`src/rtl/imp_pkg.sv`:
```
// shared types and constants for the odd-part inverse block
package imp_pkg;

    localparam int VALUE_W = 32;
    localparam int SHIFT_W = 5;

    typedef enum logic [3:0] {
        S_IDLE = 4'b0001,
        S_NORM = 4'b0010,
        S_INV  = 4'b0100,
        S_FIN  = 4'b1000
    } t_state;

    typedef struct packed {
        logic load;
        logic shift_step;
        logic inv_step;
        logic publish;
    } t_cmd;

    typedef struct packed {
        logic zero;
        logic odd;
        logic last_iter;
    } t_status;

endpackage

```
`src/rtl/inverse_mod_power_of_two.sv`:
```
// top level: inverse of the odd part of a word modulo 2^WIDTH
//
// input channel: i_valid / o_ready carry i_value; only its low WIDTH bits count.
// output channel: o_valid / i_ready carry o_inverse, o_shift and o_zero_error.
// the block takes one transaction at a time; o_ready is high only while idle.
// after acceptance the trailing zeros are shifted out one per cycle, then the
// inverse is built one bit per cycle by a shared subtract-and-shift step,
// then the result register is loaded once it has room. a zero input skips
// both loops and flags o_zero_error with inverse and shift at zero.
// the serial normalize and inverse loop sets the rate: the next transaction
// can be taken in the cycle after a result is loaded.
// a stalled receiver holds the result in the output register; a finished item
// waits in the datapath until that register frees; no input is taken meanwhile.
// reset (synchronous, active low) returns the controller to idle and drops
// o_valid; nothing is kept between transactions.
module inverse_mod_power_of_two #(
    parameter int WIDTH = 32
) (
    input  logic                        i_clk,
    input  logic                        i_rst_n,
    input  logic                        i_valid,
    output logic                        o_ready,
    input  logic [imp_pkg::VALUE_W-1:0] i_value,
    output logic                        o_valid,
    input  logic                        i_ready,
    output logic [imp_pkg::VALUE_W-1:0] o_inverse,
    output logic [imp_pkg::SHIFT_W-1:0] o_shift,
    output logic                        o_zero_error
);

    imp_pkg::t_cmd    w_cmd;
    imp_pkg::t_status w_status;

    imp_ctrl u_ctrl (
        .i_clk    (i_clk),
        .i_rst_n  (i_rst_n),
        .i_valid  (i_valid),
        .o_ready  (o_ready),
        .o_valid  (o_valid),
        .i_ready  (i_ready),
        .i_status (w_status),
        .o_cmd    (w_cmd)
    );

    imp_datapath #(
        .WIDTH (WIDTH)
    ) u_datapath (
        .i_clk        (i_clk),
        .i_value      (i_value),
        .i_cmd        (w_cmd),
        .o_status     (w_status),
        .o_inverse    (o_inverse),
        .o_shift      (o_shift),
        .o_zero_error (o_zero_error)
    );

endmodule

```
`src/rtl/imp_ctrl.sv`:
```
// controller: sequences normalization, inverse iterations and the result register
module imp_ctrl (
    input  logic             i_clk,
    input  logic             i_rst_n,
    input  logic             i_valid,
    output logic             o_ready,
    output logic             o_valid,
    input  logic             i_ready,
    input  imp_pkg::t_status i_status,
    output imp_pkg::t_cmd    o_cmd
);

    imp_pkg::t_state r_state, n_state;
    logic            r_out_valid, n_out_valid;
    logic            w_can_pub;

    assign w_can_pub = !r_out_valid || i_ready;

    always_comb begin
        n_state = r_state;
        o_cmd   = '0;
        unique case (r_state)
            imp_pkg::S_IDLE: begin
                if (i_valid) begin
                    o_cmd.load = 1'b1;
                    n_state    = imp_pkg::S_NORM;
                end
            end
            imp_pkg::S_NORM: begin
                if (i_status.zero) begin
                    n_state = imp_pkg::S_FIN;
                end else if (i_status.odd) begin
                    n_state = imp_pkg::S_INV;
                end else begin
                    o_cmd.shift_step = 1'b1;
                end
            end
            imp_pkg::S_INV: begin
                o_cmd.inv_step = 1'b1;
                if (i_status.last_iter) begin
                    n_state = imp_pkg::S_FIN;
                end
            end
            imp_pkg::S_FIN: begin
                // wait for room in the result register
                if (w_can_pub) begin
                    o_cmd.publish = 1'b1;
                    n_state       = imp_pkg::S_IDLE;
                end
            end
            default: begin
                n_state = imp_pkg::S_IDLE;
            end
        endcase
    end

    always_comb begin
        n_out_valid = r_out_valid;
        if (o_cmd.publish) begin
            n_out_valid = 1'b1;
        end else if (i_ready) begin
            n_out_valid = 1'b0;
        end
    end

    always_ff @(posedge i_clk) begin
        if (!i_rst_n) begin
            r_state     <= imp_pkg::S_IDLE;
            r_out_valid <= 1'b0;
        end else begin
            r_state     <= n_state;
            r_out_valid <= n_out_valid;
        end
    end

    assign o_ready = (r_state == imp_pkg::S_IDLE);
    assign o_valid = r_out_valid;

endmodule

```
`src/rtl/imp_datapath.sv`:
```
// datapath: trailing-zero shifter, bit-serial inverse and result register
module imp_datapath #(
    parameter int WIDTH = 32
) (
    input  logic                        i_clk,
    input  logic [imp_pkg::VALUE_W-1:0] i_value,
    input  imp_pkg::t_cmd               i_cmd,
    output imp_pkg::t_status            o_status,
    output logic [imp_pkg::VALUE_W-1:0] o_inverse,
    output logic [imp_pkg::SHIFT_W-1:0] o_shift,
    output logic                        o_zero_error
);

    localparam int ITER_W = $clog2(WIDTH);

    logic [WIDTH-1:0]            w_b;
    logic [WIDTH-1:0]            r_b, n_b;
    logic [WIDTH-1:0]            r_acc, n_acc;
    logic [WIDTH-1:0]            r_x, n_x;
    logic [WIDTH-1:0]            w_diff;
    logic [imp_pkg::SHIFT_W-1:0] r_cnt, n_cnt;
    logic [ITER_W-1:0]           r_iter, n_iter;
    logic                        r_zero, n_zero;
    logic [imp_pkg::VALUE_W-1:0] w_inv_ext;
    logic [imp_pkg::VALUE_W-1:0] r_inverse;
    logic [imp_pkg::SHIFT_W-1:0] r_shift;
    logic                        r_zero_error;

    // bring the input word to WIDTH bits and the inverse back to the field width
    generate
        if (WIDTH > imp_pkg::VALUE_W) begin : g_wide
            assign w_b       = {{(WIDTH - imp_pkg::VALUE_W){1'b0}}, i_value};
            assign w_inv_ext = r_x[imp_pkg::VALUE_W-1:0];
        end else if (WIDTH == imp_pkg::VALUE_W) begin : g_equal
            assign w_b       = i_value;
            assign w_inv_ext = r_x;
        end else begin : g_narrow
            assign w_b       = i_value[WIDTH-1:0];
            assign w_inv_ext = {{(imp_pkg::VALUE_W - WIDTH){1'b0}}, r_x};
        end
    endgenerate

    // acc holds (1 - odd * x) / 2^i; a set low bit means inverse bit i is one
    assign w_diff = r_acc[0] ? (r_acc - r_b) : r_acc;

    always_comb begin
        n_b    = r_b;
        n_acc  = r_acc;
        n_x    = r_x;
        n_cnt  = r_cnt;
        n_iter = r_iter;
        n_zero = r_zero;
        if (i_cmd.load) begin
            n_b    = w_b;
            n_acc  = {{(WIDTH - 1){1'b0}}, 1'b1};
            n_x    = '0;
            n_cnt  = '0;
            n_iter = '0;
            n_zero = (w_b == '0);
        end else if (i_cmd.shift_step) begin
            n_b   = r_b >> 1;
            n_cnt = r_cnt + 1'b1;
        end else if (i_cmd.inv_step) begin
            n_acc  = w_diff >> 1;
            n_x    = {r_acc[0], r_x[WIDTH-1:1]};
            n_iter = r_iter + 1'b1;
        end
    end

    always_ff @(posedge i_clk) begin
        r_b    <= n_b;
        r_acc  <= n_acc;
        r_x    <= n_x;
        r_cnt  <= n_cnt;
        r_iter <= n_iter;
        r_zero <= n_zero;
        if (i_cmd.publish) begin
            r_inverse    <= r_zero ? '0 : w_inv_ext;
            r_shift      <= r_zero ? '0 : r_cnt;
            r_zero_error <= r_zero;
        end
    end

    assign o_status.zero      = r_zero;
    assign o_status.odd       = r_b[0];
    assign o_status.last_iter = (r_iter == ITER_W'(WIDTH - 1));

    assign o_inverse    = r_inverse;
    assign o_shift      = r_shift;
    assign o_zero_error = r_zero_error;

endmodule

```
`config.mk`:
```
export PLATFORM = sky130hd
export DESIGN_NAME = inverse_mod_power_of_two
export DESIGN_NICKNAME = d
export VERILOG_FILES = /design/src/rtl/imp_pkg.sv /design/src/rtl/inverse_mod_power_of_two.sv /design/src/rtl/imp_ctrl.sv /design/src/rtl/imp_datapath.sv
export SDC_FILE = /design/constraint.sdc
export NUM_CORES = 1
export LEC_CHECK = 0
export BUFFER_PORTS_ARGS = -buffer_cell sky130_fd_sc_hd__buf_2
export CAP_MARGIN = 40
export CORE_UTILIZATION = 54
export CTS_CLUSTER_SIZE = 12
export DETAILED_ROUTE_END_ITERATION = 8
export PLACE_DENSITY = 0.89
export SLEW_MARGIN = 10
export SYNTH_ARGS = -nofsm -noshare
export SYNTH_HDL_FRONTEND = slang
export SYNTH_SLANG_ARGS = --single-unit
```
`constraint.sdc`:
```
create_clock -name i_clk -period 3.05 [get_ports i_clk]
set_clock_uncertainty 0.15 [all_clocks]
set_input_delay 0.4575 -clock i_clk [delete_from_list [all_inputs] [get_ports i_clk]]
set_output_delay 0.4575 -clock i_clk [all_outputs]
set_load 0.01 [all_outputs]
```
==> impl_summary.md, run 1 <==
Yosys
By area the synthesized netlist is led by sky130_fd_sc_hd__edfxtp_1 28%, sky130_fd_sc_hd__dfxtp_1 20%, sky130_fd_sc_hd__nand2_1 6.6%. In the synthesized netlist the async set-or-reset flop fraction comes to 0%. The share of the synthesized area in the top cell type is between 20% and 30%. The net count of the mapped netlist is approximately 910. The number of flops mapped to enable cells by yosys is between 70 and 80. The post-synthesis cell type with the largest combined area is sky130_fd_sc_hd__edfxtp_1. Among all cell types in the netlist, the one instantiated most often is sky130_fd_sc_hd__nand2_1. In this run the mean area of a mapped cell was between 9 and 10 µm². The synthesis warning total is 0.

The post-synthesis cell type count is 70. Sorting the synthesized cells by how often they occur yields 136 x sky130_fd_sc_hd__nand2_1, 87 x sky130_fd_sc_hd__a21oi_1, 78 x sky130_fd_sc_hd__dfxtp_1. The gate count after technology mapping is about 840. The flip-flop and latch count after synthesis is 149. The sequential cell area fraction in the yosys report is 47.7%. Among all flip-flop cells after synthesis, the most frequent one is sky130_fd_sc_hd__dfxtp_1. Summing every instance area after synthesis gives between 7000 and 8000 µm².

GRT
The overall fraction of global-route tracks in use is between 20% and 30%. In this run the most used layer during global routing was met2. The number of antenna violations at the first check in global routing was 0. The via count of the first global-routing pass was around 5.9k. Summed over all layers, the global routing overflow is 0. Entering global routing, the biggest net connects 57 pins. For met2 alone, demand over resource in global routing was approximately 40%. Global routing used 28.9% of the available met1 tracks. The global-route wire length before repair is about 28000 µm. The global-route met3 utilization is between 5 and 6%.

CTS
TritonCTS built the clock tree. At the later pin of the worst-skew pair, clock insertion delay measures around 0.43 ns. The number of CTS-inserted buffers is 17. The clock-pin slew on the worst setup and hold paths is ~0.060 ns. The H-tree was split into 4 levels. The tree is rooted in a sky130_fd_sc_hd__clkbuf_16. The count of buffers added by post-CTS timing repair for setup is 0. The number of clock sinks is between 100 and 150. The post-cts gate resize count is 0. After clock tree synthesis, the flow added hold-fix buffers numbering 0. The clock tree buffer depth is 2.

Worst setup path
The critical path goes through nor2b_2 -> fa_1 -> nand2b_1 -> a21oi_1 -> o2111ai_1 -> a21oi_2 -> nand4_1 -> o2bb2ai_2 -> mux2_4 -> a21oi_2. The worst register-to-register path has a depth of 10. The largest fanout on the critical path is 3. The worst path arrival time is 3.06 ns.

The dominant cell type by count on the critical path is sky130_fd_sc_hd__a21oi_2. The cell with the biggest individual delay on the critical path is sky130_fd_sc_hd__edfxtp_1. The number of buffer and inverter stages on the critical path is 0. The startpoint class of the critical path is a flip-flop. The critical path class is flip-flop to flip-flop. Data on the critical path is required at its endpoint by ~3.3 ns.

Across all register-to-register paths, the minimum setup slack is roughly 0.20 ns. The worst register-to-register path begins at u_datapath.r_b[0]. The worst setup path is captured at a flip-flop. In this design, the largest share of critical-path delay is due to compound AO/OA/AOI/OAI gates. The longest individual stage delay on the worst path is 0.40 ns. The endpoint of the most critical register-to-register path is u_datapath.r_acc[27].

Detailed routing
The routed via count divided by cell count is ~5.8. After detailed routing, the total wire length is between 15000 and 20000 µm. For this block, the initial DRC count from the detailed router was between 400 and 500. The final routed wire length divided by cell count is approximately 16 µm. The DRC violation count after routing is 0. Once detail routing completed, the nets flagged for antenna violations numbered 0. Before antenna repair, the detailed router went through 5 iterations. The overall via count from detail_route is around 6.3k.

Floorplanning
The number of standard-cell rows in the floorplan is 43. The overall die area is between 10000 and 15000 µm². The die is approximately 120 µm wide. For this design the top-level I/O count stands at 76. The effective utilization at floorplan is between 50% and 60%. The vertical extent of the die is approximately 120 µm. The floorplan step defined a core boundary enclosing roughly 14000 µm².

Timing
Setup repair after global routing left no endpoint under its margin. The shortest period the worst path allows is 2.85 ns. The worst hold margin is a little over 0.1 ns. The worst slew margin relative to its limit is a little over three fifths. Derived from the worst setup path, the maximum achievable clock frequency is 351 MHz. The final number of setup-violating endpoints is 0. The final sum of negative setup slack is 0 ns. The max-slew violation count came to 0. At the pin with the least slew margin, the transition time is ~0.54 ns. The period utilization is just over 90%.

The final number of hold-violating endpoints is 0. In the post-route analysis, the smallest setup slack over all paths is just over 0.2 ns.

Power
The share of total power dissipated in the clock network is 42.1%. The total power of the final layout is slightly below 5 mW. Per report_power, the sequential group accounts for between 40 and 50% of the total.

In this run, the combinational gates consume 13.0% of the power. The share of total power consumed by net switching is approximately 26%. The internal power consumption is 3.66 mW. The total leakage power is 3.67 nW.

The switching component of the power is 1.27 mW. VDD sags by at most about 320 µV. The total power per unit cell area is 557 nW/µm².

Layout
The antenna diode instance count is 0. The share of cells above drive strength 1 is 15.3%. The area growth from synthesis to layout is 14.2%. For this run, the post-layout net count is 965.

The number of cells in the finished layout apart from fillers is around 1.1k.

Outcome
The flow ran to the end, and the final reports show no timing, DRC or antenna violations.

Min path
The worst hold endpoint is u_ctrl.r_state[0]. In this run the most critical hold path is launched from i_rst_n. In this run the worst hold path is classified as input port to flip-flop. Counting instances, the worst hold path has a depth of 2.

Flow run
The tool flagged a number of max-cap violations equal to 0.

Place
The congestion estimate from routability-driven global placement came to roughly 0.90. The pre-CTS setup slack is between 0.2 and 0.25 ns. After detailed placement, the design holds a cell count of approximately 1.1k. Port buffering added 75 buffers. Detailed placement ended at an HPWL of 11600 µm.
state kept, by name, summed over array words and instances (netlist names):
register and cells:
u_datapath.o_inverse 32, u_datapath.r_b 32, u_datapath.r_x 32, u_datapath.r_acc 31, u_datapath.o_shift 5, u_datapath.r_cnt 5, u_datapath.r_iter 5, u_ctrl.r_state 4
u_ctrl.o_valid 1, u_datapath.o_zero_error 1, u_datapath.r_zero 1
how the worst max path moves through the flow:
| stage | startpoint | slack [ns] | to | cells past startpoint |
|---|---|---|---|---|
| floorplan | u_datapath.r_b[0] | 0.36 | u_datapath.r_acc[27] | 10 |
| global placement | u_datapath.r_b[0] | 0.31 | u_datapath.r_acc[27] | 10 |
| detailed placement | u_datapath.r_b[0] | 0.23 | u_datapath.r_acc[27] | 10 |
| CTS | u_datapath.r_b[0] | 0.21 | u_datapath.r_acc[27] | 10 |
| global route | u_datapath.r_b[0] | 0.08 | u_datapath.r_acc[27] | 10 |
| finish | u_datapath.r_b[0] | 0.20 | u_datapath.r_acc[27] | 10 |
power by group through the flow:
stage          Clock [mW]  Combinational (mW)  Sequential (mW)
4_1_cts              2.10               0.636             2.21
3_5_place_dp            0               0.626             2.26
5_1_grt              2.18               0.714             2.22
6_report             2.08               0.641             2.21
3_3_place_gp            0               0.610             2.25
2_1_floorplan           0               0.477             2.25
through the flow:
step,util (%),instance area [µm²]
floorplan,-,7750
global route,63.5,8850
CTS,63.5,8850
detailed placement,59.3,8260
finish,63.5,8850
global placement,59.3,8260
worst register-to-register path, cell delays in order, from the launching register on:
cell                        delay [ns]
sky130_fd_sc_hd__edfxtp_1         0.40
sky130_fd_sc_hd__nor2b_2          0.19
sky130_fd_sc_hd__fa_1             0.40
sky130_fd_sc_hd__nand2b_1         0.18
sky130_fd_sc_hd__a21oi_1          0.19
sky130_fd_sc_hd__o2111ai_1        0.23
sky130_fd_sc_hd__a21oi_2          0.22
sky130_fd_sc_hd__nand4_1          0.14
sky130_fd_sc_hd__o2bb2ai_2        0.24
sky130_fd_sc_hd__mux2_4           0.32
sky130_fd_sc_hd__a21oi_2          0.12
per-layer routing:
layer	vias up	part of all wire [%]	wire length [µm]
met5	-	0	0
met3	40	4.9	835
met1	2942	43	7240
met2	217	50	8430
met4	0	2.6	442
li1	3084	-	-
logic make-up (layout without fill, tap and decap cells):
kind of cell,after synthesis,in the layout,share of synthesized area [%]
and+or+nand+nor,289,289,17.9
AOI/OAI and AO/OA,228,228,18.2
muxes,15,15,2.02
adders and majority gates,34,34,5.59
buffers and inverters,93,164,5.33
DFF,149,149,47.7
xor gates and xnor gates,29,29,3.28
layout make-up:
type                       instances  area, µm²
clock inverter                    12        148
multi-input combinational        595       3660
tap                              180        225
timing repair buffer              89        518
inverter                          43        163
fill                            1106       5080
sequential                       149       3690
clock buffer                      20        447
cell usage in the layout (no fill, tap or decap), types with 3 or more instances in the layout:
| cell | n |
|---|---|
| sky130_fd_sc_hd__and2_2 | 3 |
| sky130_fd_sc_hd__buf_12 | 3 |
| sky130_fd_sc_hd__nand2b_1 | 3 |
| sky130_fd_sc_hd__nand4_1 | 13 |
| sky130_fd_sc_hd__o21ai_0 | 51 |
| sky130_fd_sc_hd__o21ai_1 | 4 |
| sky130_fd_sc_hd__nor4_1 | 11 |
| sky130_fd_sc_hd__xnor2_1 | 19 |
| sky130_fd_sc_hd__a31oi_1 | 6 |
| sky130_fd_sc_hd__nor3b_1 | 3 |
| sky130_fd_sc_hd__nor3_1 | 3 |
| sky130_fd_sc_hd__buf_4 | 11 |
| sky130_fd_sc_hd__a21o_1 | 15 |
| sky130_fd_sc_hd__o211ai_1 | 4 |
| sky130_fd_sc_hd__ha_1 | 33 |
| sky130_fd_sc_hd__buf_2 | 75 |
| sky130_fd_sc_hd__or3_1 | 3 |
| sky130_fd_sc_hd__clkinv_4 | 8 |
| sky130_fd_sc_hd__nand3b_1 | 4 |
| sky130_fd_sc_hd__dfxtp_1 | 78 |
| sky130_fd_sc_hd__a211oi_1 | 14 |
| sky130_fd_sc_hd__o21a_1 | 6 |
| sky130_fd_sc_hd__nand3_1 | 6 |
| sky130_fd_sc_hd__mux2i_1 | 13 |
| sky130_fd_sc_hd__o22ai_1 | 5 |
| sky130_fd_sc_hd__xor2_1 | 10 |
| sky130_fd_sc_hd__edfxtp_1 | 71 |
| sky130_fd_sc_hd__clkbuf_16 | 17 |
| sky130_fd_sc_hd__o21bai_1 | 5 |
| sky130_fd_sc_hd__a21oi_1 | 87 |
| sky130_fd_sc_hd__a211o_1 | 3 |
| sky130_fd_sc_hd__inv_1 | 42 |
| sky130_fd_sc_hd__nor2_1 | 44 |
| sky130_fd_sc_hd__and3_1 | 11 |
| sky130_fd_sc_hd__nand2_1 | 136 |
| sky130_fd_sc_hd__nor2b_1 | 38 |
No activity file was read; power rests on OpenSTA's default activity.
==> run 2: changes to the inputs <==
--- a/config.mk
+++ b/config.mk
@@ -10,7 +10,7 @@
 export CORE_UTILIZATION = 54
 export CTS_CLUSTER_SIZE = 12
 export DETAILED_ROUTE_END_ITERATION = 8
-export PLACE_DENSITY = 0.89
+export PLACE_DENSITY = 0.77
 export SLEW_MARGIN = 10
 export SYNTH_ARGS = -nofsm -noshare
 export SYNTH_HDL_FRONTEND = slang
==> impl_summary.md, run 2 (synthesized netlist as in run 1, its figures left out) <==
Outcome
Run status: completed (unchanged).

Detailed routing
The number of routed nets with antenna violations is 0 (unchanged). The length of routed met2 wiring was 7960 µm (was 8430 µm). The routed length on met3 came to 538 µm (was 835 µm).

The overall via count from detail_route is 6072 (was 6283). The DRC violation count after routing is 0 (unchanged). The post-route met1 wirelength is 7370 µm (was 7240 µm). The final routed wire length divided by cell count is 14.8 µm (was 15.6 µm). The top layer reached by signal wires is met4 (unchanged). The final routed wirelength across all metal layers was 16200 µm (was 16900 µm). The total iterations of the first detailed-routing run is 5 (unchanged). The routed via count divided by cell count was 5.57 (was 5.77). The number of DRC markers in iteration 0 is 438 (was 490).

Worst setup path
The longest individual stage delay on the worst path is 0.40 ns (about the same). The kind of end point of the critical path is a flip-flop (unchanged). The largest fanout on the critical path is 6 (was 3). The required time of the worst setup path came to 3.26 ns (was 3.27 ns). CP cell instances: nor2b_2 -> fa_1 -> nand2b_1 -> a21oi_2 -> o2111ai_2 -> a21oi_4 -> nand4_1 -> o2bb2ai_2 -> mux2_4 -> a21oi_2 (was nor2b_2 -> fa_1 -> nand2b_1 -> a21oi_1 -> o2111ai_1 -> a21oi_2 -> nand4_1 -> o2bb2ai_2 -> mux2_4 -> a21oi_2). The dominant cell type by count on the critical path is sky130_fd_sc_hd__a21oi_2 (unchanged).

The worst path arrival time is 3.08 ns (was 3.06 ns). The critical path class is flip-flop to flip-flop (unchanged). The startpoint class of the critical path is a flip-flop (unchanged). The cell with the biggest individual delay on the critical path is sky130_fd_sc_hd__edfxtp_1 (unchanged).

Place
The last weighted congestion value of the routability-driven placer is 0.876 (was 0.898). The standard cell area after detailed placement is 8230 µm² (was 8260 µm²). The count of buffers inserted at the top-level ports is 75 (unchanged).

The HPWL reported at the end of detailed placement is 11000 µm (was 11600 µm).

CTS
The H-tree depth reported by CTS was 4 (unchanged). The clock insertion delay at the later pin of the skew report came to 0.42 ns (was 0.43 ns). The clock-pin slew on the worst setup and hold paths was 0.06 ns (about the same). The clock tree buffer depth is 2 (unchanged).

The TritonCTS clock tree is done (unchanged). The number of CTS-inserted buffers is 17 (unchanged). The count of hold-fix buffers inserted at cts was 0 (unchanged). The root cell of the clock tree is sky130_fd_sc_hd__clkbuf_16 (unchanged). The number of clock sinks is 149 (unchanged).

Layout
The area growth from synthesis to layout is 14.7% (was 14.2%). The final design instance area without fill is 8890 µm² (was 8850 µm²). The share of cells above drive strength 1 is 16.0% (was 15.3%).

Most used cells in the layout excluding fill and tap cells: 136 x sky130_fd_sc_hd__nand2_1, 86 x sky130_fd_sc_hd__a21oi_1, 78 x sky130_fd_sc_hd__dfxtp_1 (was 136 x sky130_fd_sc_hd__nand2_1, 87 x sky130_fd_sc_hd__a21oi_1, 78 x sky130_fd_sc_hd__dfxtp_1). The most common library cell in the layout ignoring fill and taps is sky130_fd_sc_hd__nand2_1 (unchanged). The antenna diode instance count is 0 (unchanged). The final standard cell utilization of the core is 63.8% (was 63.5%).

The number of nets in the finished design is 968 (was 965).

Power
The total leakage power is 3.69 nW (was 3.67 nW). The peak supply drop is 366 µV (was 323 µV). The switching component of the power was 1.31 mW (was 1.27 mW). The internal power consumption is 3.74 mW (was 3.66 mW). The share of power burned in combinational logic is 12.4% (was 13.0%). The total power of the final layout was 5.05 mW (was 4.93 mW). The clock power share is 43.7% (was 42.1%). The share of total power consumed by net switching is 25.9% (was 25.8%).

The relative contribution of sequential cells to total power is 43.8% (was 44.9%). The total power per unit cell area is 568 nW/µm² (was 557 nW/µm²).

Floorplanning
The vertical extent of the die is 122 µm (unchanged). The chip width was 122 µm (unchanged). The number of standard-cell rows in the floorplan is 43 (unchanged).

The overall die area is 14800 µm² (unchanged). The number of top-level design ports is 76 (unchanged). The effective utilization at floorplan was 55.6% (unchanged). The core area is 13900 µm² (unchanged).

Flow run
The number of max-cap violations was 0 (unchanged).

Timing
The transition at the pin with the smallest max-transition slack was 0.815 ns (was 0.544 ns). The worst slew margin relative to its limit was 45.6% (was 63.2%). The highest attainable clock frequency is 349 MHz (was 351 MHz). The final number of hold-violating endpoints is 0 (unchanged). The final number of setup-violating endpoints came to 0 (unchanged).

The shortest period the worst path allows was 2.86 ns (was 2.85 ns). The period utilization is 93.9% (was 93.4%). The max-slew violation count is 0 (unchanged).

GRT
The sum of overflow across all layers after global routing is 0 (unchanged). The overall fraction of global-route tracks in use is 22.7% (was 24.0%). The largest net degree at the start of global routing is 82 (was 57). The number of antenna violations at the first check in global routing came to 0 (unchanged). The global-route wire length before repair is 26300 µm (was 27700 µm). The via count of the first global-routing pass is 5534 (was 5867).

Min path
The type of the tightest min-delay check is input port to flip-flop (unchanged).
[run 2: cell types whose count changed in the layout (fill, tap and decap cells not counted), moves of 2 or more]
cell,delta
sky130_fd_sc_hd__buf_12,-3
sky130_fd_sc_hd__buf_4,+6
sky130_fd_sc_hd__clkbuf_1,-2
sky130_fd_sc_hd__clkinv_4,-6
sky130_fd_sc_hd__clkinvlp_4,+2
sky130_fd_sc_hd__inv_6,+3
sky130_fd_sc_hd__inv_8,+2
[run 2: area by class of cell]
type	instances	area (µm²)
tap	180	225
multi-input combinational	595	3670
clock buffer	18	439
inverter	43	163
fill	1167	5050
clock inverter	14	189
sequential	149	3690
timing repair buffer	92	503
[run 2: critical path: cells and delay by family, from the launching register on]
kind	cells	cell delay, ns
compound gates	5	1.03
fa+ha+maj	1	0.39
flops	1	0.40
mux	1	0.32
simple gates	3	0.52
[run 2: path summary, 6_finish.rpt]
path / startpoint / to / slack, ns / depth (start not counted)
min: i_rst_n / u_ctrl.r_state[0] / 0.11 / 2
min reg2reg: u_datapath.r_x[0] / u_datapath.r_x[0] / 0.30 / 2
max: u_datapath.r_b[0] / u_datapath.r_acc[27] / 0.19 / 10
max reg2reg: u_datapath.r_b[0] / u_datapath.r_acc[27] / 0.19 / 10
[run 2: repair_timing]
| item | in CTS | in global routing |
|---|---|---|
| resized for setup | 0 | 3 |
| setup endpoints to repair | 0 | 5 |
| setup buffers | 0 | 1 |
| hold endpoints to repair | 0 | 0 |
[run 2: power by group through the flow]
stage	logic, mW	registers (mW)	clock network [mW]
after floorplan	0.477	2.25	0
after global placement	0.606	2.25	0
after detailed placement	0.615	2.26	0
after CTS	0.621	2.21	2.24
after global routing	0.700	2.22	2.33
final	0.628	2.21	2.21
[run 2: metal layers]
metal | up-vias | track usage (%)
met3 | 27 | 4.26
met4 | 0 | 9.72
li1 | 3092 | -
met1 | 2835 | 29.2
met2 | 118 | 37.3
met5 | - | 0
[run 2: metrics by stage]
stage	setup slack (ns)	setup TNS (ns)	hold slack, ns	std cells
detailed placement	0.0991	0	0.292	1058
global placement	0.201	0	0.288	1058
finish	0.186	0	0.107	1091
floorplan	0.365	0	0.282	837
CTS	0.0640	0	0.0934	1090
global route	-0.0141	-0.0141	0.101	1091
==> run 3: changes to the inputs <==
--- a/config.mk
+++ b/config.mk
@@ -6,11 +6,13 @@
 export NUM_CORES = 1
 export LEC_CHECK = 0
 export BUFFER_PORTS_ARGS = -buffer_cell sky130_fd_sc_hd__buf_2
-export CAP_MARGIN = 40
+export CAP_MARGIN = 0
 export CORE_UTILIZATION = 54
+export CTS_CLUSTER_DIAMETER = 200
 export CTS_CLUSTER_SIZE = 12
 export DETAILED_ROUTE_END_ITERATION = 8
 export PLACE_DENSITY = 0.77
+export SETUP_SLACK_MARGIN = 0.5
 export SLEW_MARGIN = 10
 export SYNTH_ARGS = -nofsm -noshare
 export SYNTH_HDL_FRONTEND = slang
==> impl_summary.md, run 3 (synthesized netlist as in run 1, its figures left out) <==
Outcome
Run status: completed (unchanged).

Worst setup path
The critical path class was flip-flop to flip-flop (unchanged). The kind of end point of the critical path is a flip-flop (unchanged). The largest fanout on the critical path came to 8 (was 6). The required time of the worst setup path was 3.26 ns (about the same). The worst path arrival time is 2.82 ns (was 3.08 ns). The startpoint class of the critical path was a flip-flop (unchanged).

Place
The last weighted congestion value of the routability-driven placer is 0.879 (was 0.876). The count of buffers inserted at the top-level ports came to 75 (unchanged). The cell count after placement came to 1055 (was 1058).

The HPWL reported at the end of detailed placement came to 10700 µm (was 11000 µm).

GRT
The number of antenna violations at the first check in global routing is 0 (unchanged). The highest-utilization routing layer at the global route stage is met2 (unchanged). The via count of the first global-routing pass is 5522 (was 5534). The global-route wire length before repair is 25800 µm (was 26300 µm). The overall fraction of global-route tracks in use is 22.3% (was 22.7%). The sum of overflow across all layers after global routing is 0 (unchanged). The largest net degree at the start of global routing is 103 (was 82).

The met1 capacity usage during global routing is 28.0% (was 29.2%). The global-route met3 utilization is 4.68% (was 4.26%). The global-route met2 utilization is 37.0% (was 37.3%).

Power
The internal power consumption is 3.78 mW (was 3.74 mW). The share of power burned in combinational logic came to 14.1% (was 12.4%). The clock power share is 42.5% (was 43.7%). The switching component of the power was 1.32 mW (was 1.31 mW). The total leakage power is 3.74 nW (was 3.69 nW). The relative contribution of sequential cells to total power is 43.4% (was 43.8%).

The share of total power consumed by net switching is 25.9% (about the same). The total power per unit cell area is 548 nW/µm² (was 568 nW/µm²). The peak supply drop is 368 µV (was 366 µV).

Layout
The antenna diode instance count is 0 (unchanged). The fill cell instance count of the final layout came to 1088 (was 1167). The area growth from synthesis to layout is 20.2% (was 14.7%). The share of cells above drive strength 1 is 22.1% (was 16.0%). The final standard cell utilization of the core is 66.8% (was 63.8%).

The number of nets in the finished design is 976 (was 968). Most used cells in the layout excluding fill and tap cells: 136 x sky130_fd_sc_hd__nand2_1, 80 x sky130_fd_sc_hd__a21oi_1, 77 x sky130_fd_sc_hd__dfxtp_1 (was 136 x sky130_fd_sc_hd__nand2_1, 86 x sky130_fd_sc_hd__a21oi_1, 78 x sky130_fd_sc_hd__dfxtp_1). The number of cells in the finished layout apart from fillers was 1099 (was 1091). The most common library cell in the layout ignoring fill and taps is sky130_fd_sc_hd__nand2_1 (unchanged).

Detailed routing
The DRC violation count after routing was 0 (unchanged). The number of routed nets with antenna violations is 0 (unchanged). The number of DRC markers in iteration 0 came to 411 (was 438). The overall via count from detail_route is 6246 (was 6072).

The total iterations of the first detailed-routing run is 6 (was 5). The final routed wire length divided by cell count is 15.2 µm (was 14.8 µm). The routed via count divided by cell count is 5.68 (was 5.57). The final routed wirelength across all metal layers is 16700 µm (was 16200 µm).

Timing
The shortest period the worst path allows is 2.61 ns (was 2.86 ns). The final number of setup-violating endpoints is 0 (unchanged). The transition at the pin with the smallest max-transition slack is 0.569 ns (was 0.815 ns). The final sum of negative setup slack was 0 ns (unchanged). The highest attainable clock frequency is 383 MHz (was 349 MHz). The worst slew margin relative to its limit came to 61.5% (was 45.6%). Setup repair after global routing could not meet its margin everywhere.

The final number of hold-violating endpoints came to 0 (unchanged). The period utilization was 85.6% (was 93.9%). The max-slew violation count was 0 (unchanged).

CTS
The number of CTS-inserted buffers is 17 (unchanged). The clock tree buffer depth was 2 (unchanged). The clock insertion delay at the later pin of the skew report came to 0.43 ns (was 0.42 ns). The count of hold-fix buffers inserted at cts was 0 (unchanged). The number of clock sinks is 149 (unchanged). The clock-pin slew on the worst setup and hold paths came to 0.06 ns (about the same). The H-tree depth reported by CTS is 4 (unchanged).

The TritonCTS clock tree was done (unchanged). The root cell of the clock tree is sky130_fd_sc_hd__clkbuf_16 (unchanged).

Floorplanning
The vertical extent of the die is 122 µm (unchanged). The number of top-level design ports is 76 (unchanged). The core area is 13900 µm² (unchanged). The overall die area came to 14800 µm² (unchanged).

The number of standard-cell rows in the floorplan is 43 (unchanged). The effective utilization at floorplan was 55.6% (unchanged). The chip width is 122 µm (unchanged).

Flow run
The number of max-cap violations is 0 (unchanged).

Min path
The type of the tightest min-delay check is input port to flip-flop (unchanged).
## run 3: cell count changes in the layout (fill, tap and decap cells not counted), moves of 4 or more
| cell | change |
|---|---|
| sky130_fd_sc_hd__a21oi_1 | -6 |
| sky130_fd_sc_hd__a21oi_2 | +4 |
| sky130_fd_sc_hd__buf_4 | +7 |
| sky130_fd_sc_hd__ha_1 | -17 |
| sky130_fd_sc_hd__ha_2 | +5 |
| sky130_fd_sc_hd__ha_4 | +12 |
| sky130_fd_sc_hd__inv_1 | -6 |
| sky130_fd_sc_hd__inv_2 | +6 |
## run 3: path summary, 6_finish.rpt
path | startpoint | endpoint | slack (ns) | cells past startpoint
hold reg to reg | u_datapath.r_x[0] | u_datapath.r_x[0] | 0.31 | 2
setup / recovery | u_datapath.r_b[13] | u_datapath.r_acc[27] | 0.44 | 10
setup reg to reg | u_datapath.r_b[13] | u_datapath.r_acc[27] | 0.44 | 10
hold / removal | i_rst_n | u_ctrl.r_state[0] | 0.1 | 2
## run 3: power by group through the flow
| stage | Combinational [mW] | Clock, mW | Sequential (mW) |
|---|---|---|---|
| 2_1_floorplan | 0.485 | 0 | 2.25 |
| 3_3_place_gp | 0.612 | 0 | 2.25 |
| 3_5_place_dp | 0.622 | 0 | 2.26 |
| 4_1_cts | 0.660 | 2.19 | 2.21 |
| 5_1_grt | 0.790 | 2.28 | 2.22 |
| 6_report | 0.720 | 2.17 | 2.22 |
## run 3: area by class of cell
type / instances / area, µm² / area share (%)
multi-input cells: 595 / 4040 / 43.4
flip-flops and latches: 149 / 3690 / 39.7
repair buffers: 100 / 576 / 6.18
clock buffers: 19 / 443 / 4.75
well taps: 180 / 225 / 2.42
clock inverters: 13 / 174 / 1.87
inverters: 43 / 163 / 1.75
## run 3: critical path: stages, from the launching register on
cell	delay (ns)
sky130_fd_sc_hd__edfxtp_1	0.37
sky130_fd_sc_hd__inv_2	0.09
sky130_fd_sc_hd__ha_4	0.23
sky130_fd_sc_hd__a21o_1	0.18
sky130_fd_sc_hd__a21o_1	0.18
sky130_fd_sc_hd__a21o_1	0.24
sky130_fd_sc_hd__a2111oi_4	0.40
sky130_fd_sc_hd__nor3_2	0.10
sky130_fd_sc_hd__o2bb2ai_2	0.16
sky130_fd_sc_hd__mux2_4	0.31
sky130_fd_sc_hd__a21oi_2	0.12
## run 3: metrics by stage
step / setup WS (ns) / power, mW / hold slack (ns) / area, µm²
detailed placement: 0.304 / 2.88 / 0.299 / 8250
finish: 0.440 / 5.11 / 0.0951 / 9320
global route: 0.347 / 5.29 / 0.0935 / 9320
global placement: 0.341 / 2.87 / 0.288 / 8250
CTS: 0.422 / 5.06 / 0.0784 / 9030
floorplan: 0.523 / 2.73 / 0.282 / 7780
## run 3: what timing repair did
action                                  CTS  global route
pin swaps                                12            15
endpoints found under the setup margin   13            18
setup buffers                             6             6
gates resized for setup                  21            47
## run 3: layer usage
layer / share of wire (%) / vias to the layer above
li1: - / 3105
met1: 45 / 2947
met2: 48 / 156
met3: 4.5 / 38
met4: 2.2 / 0
met5: 0 / -
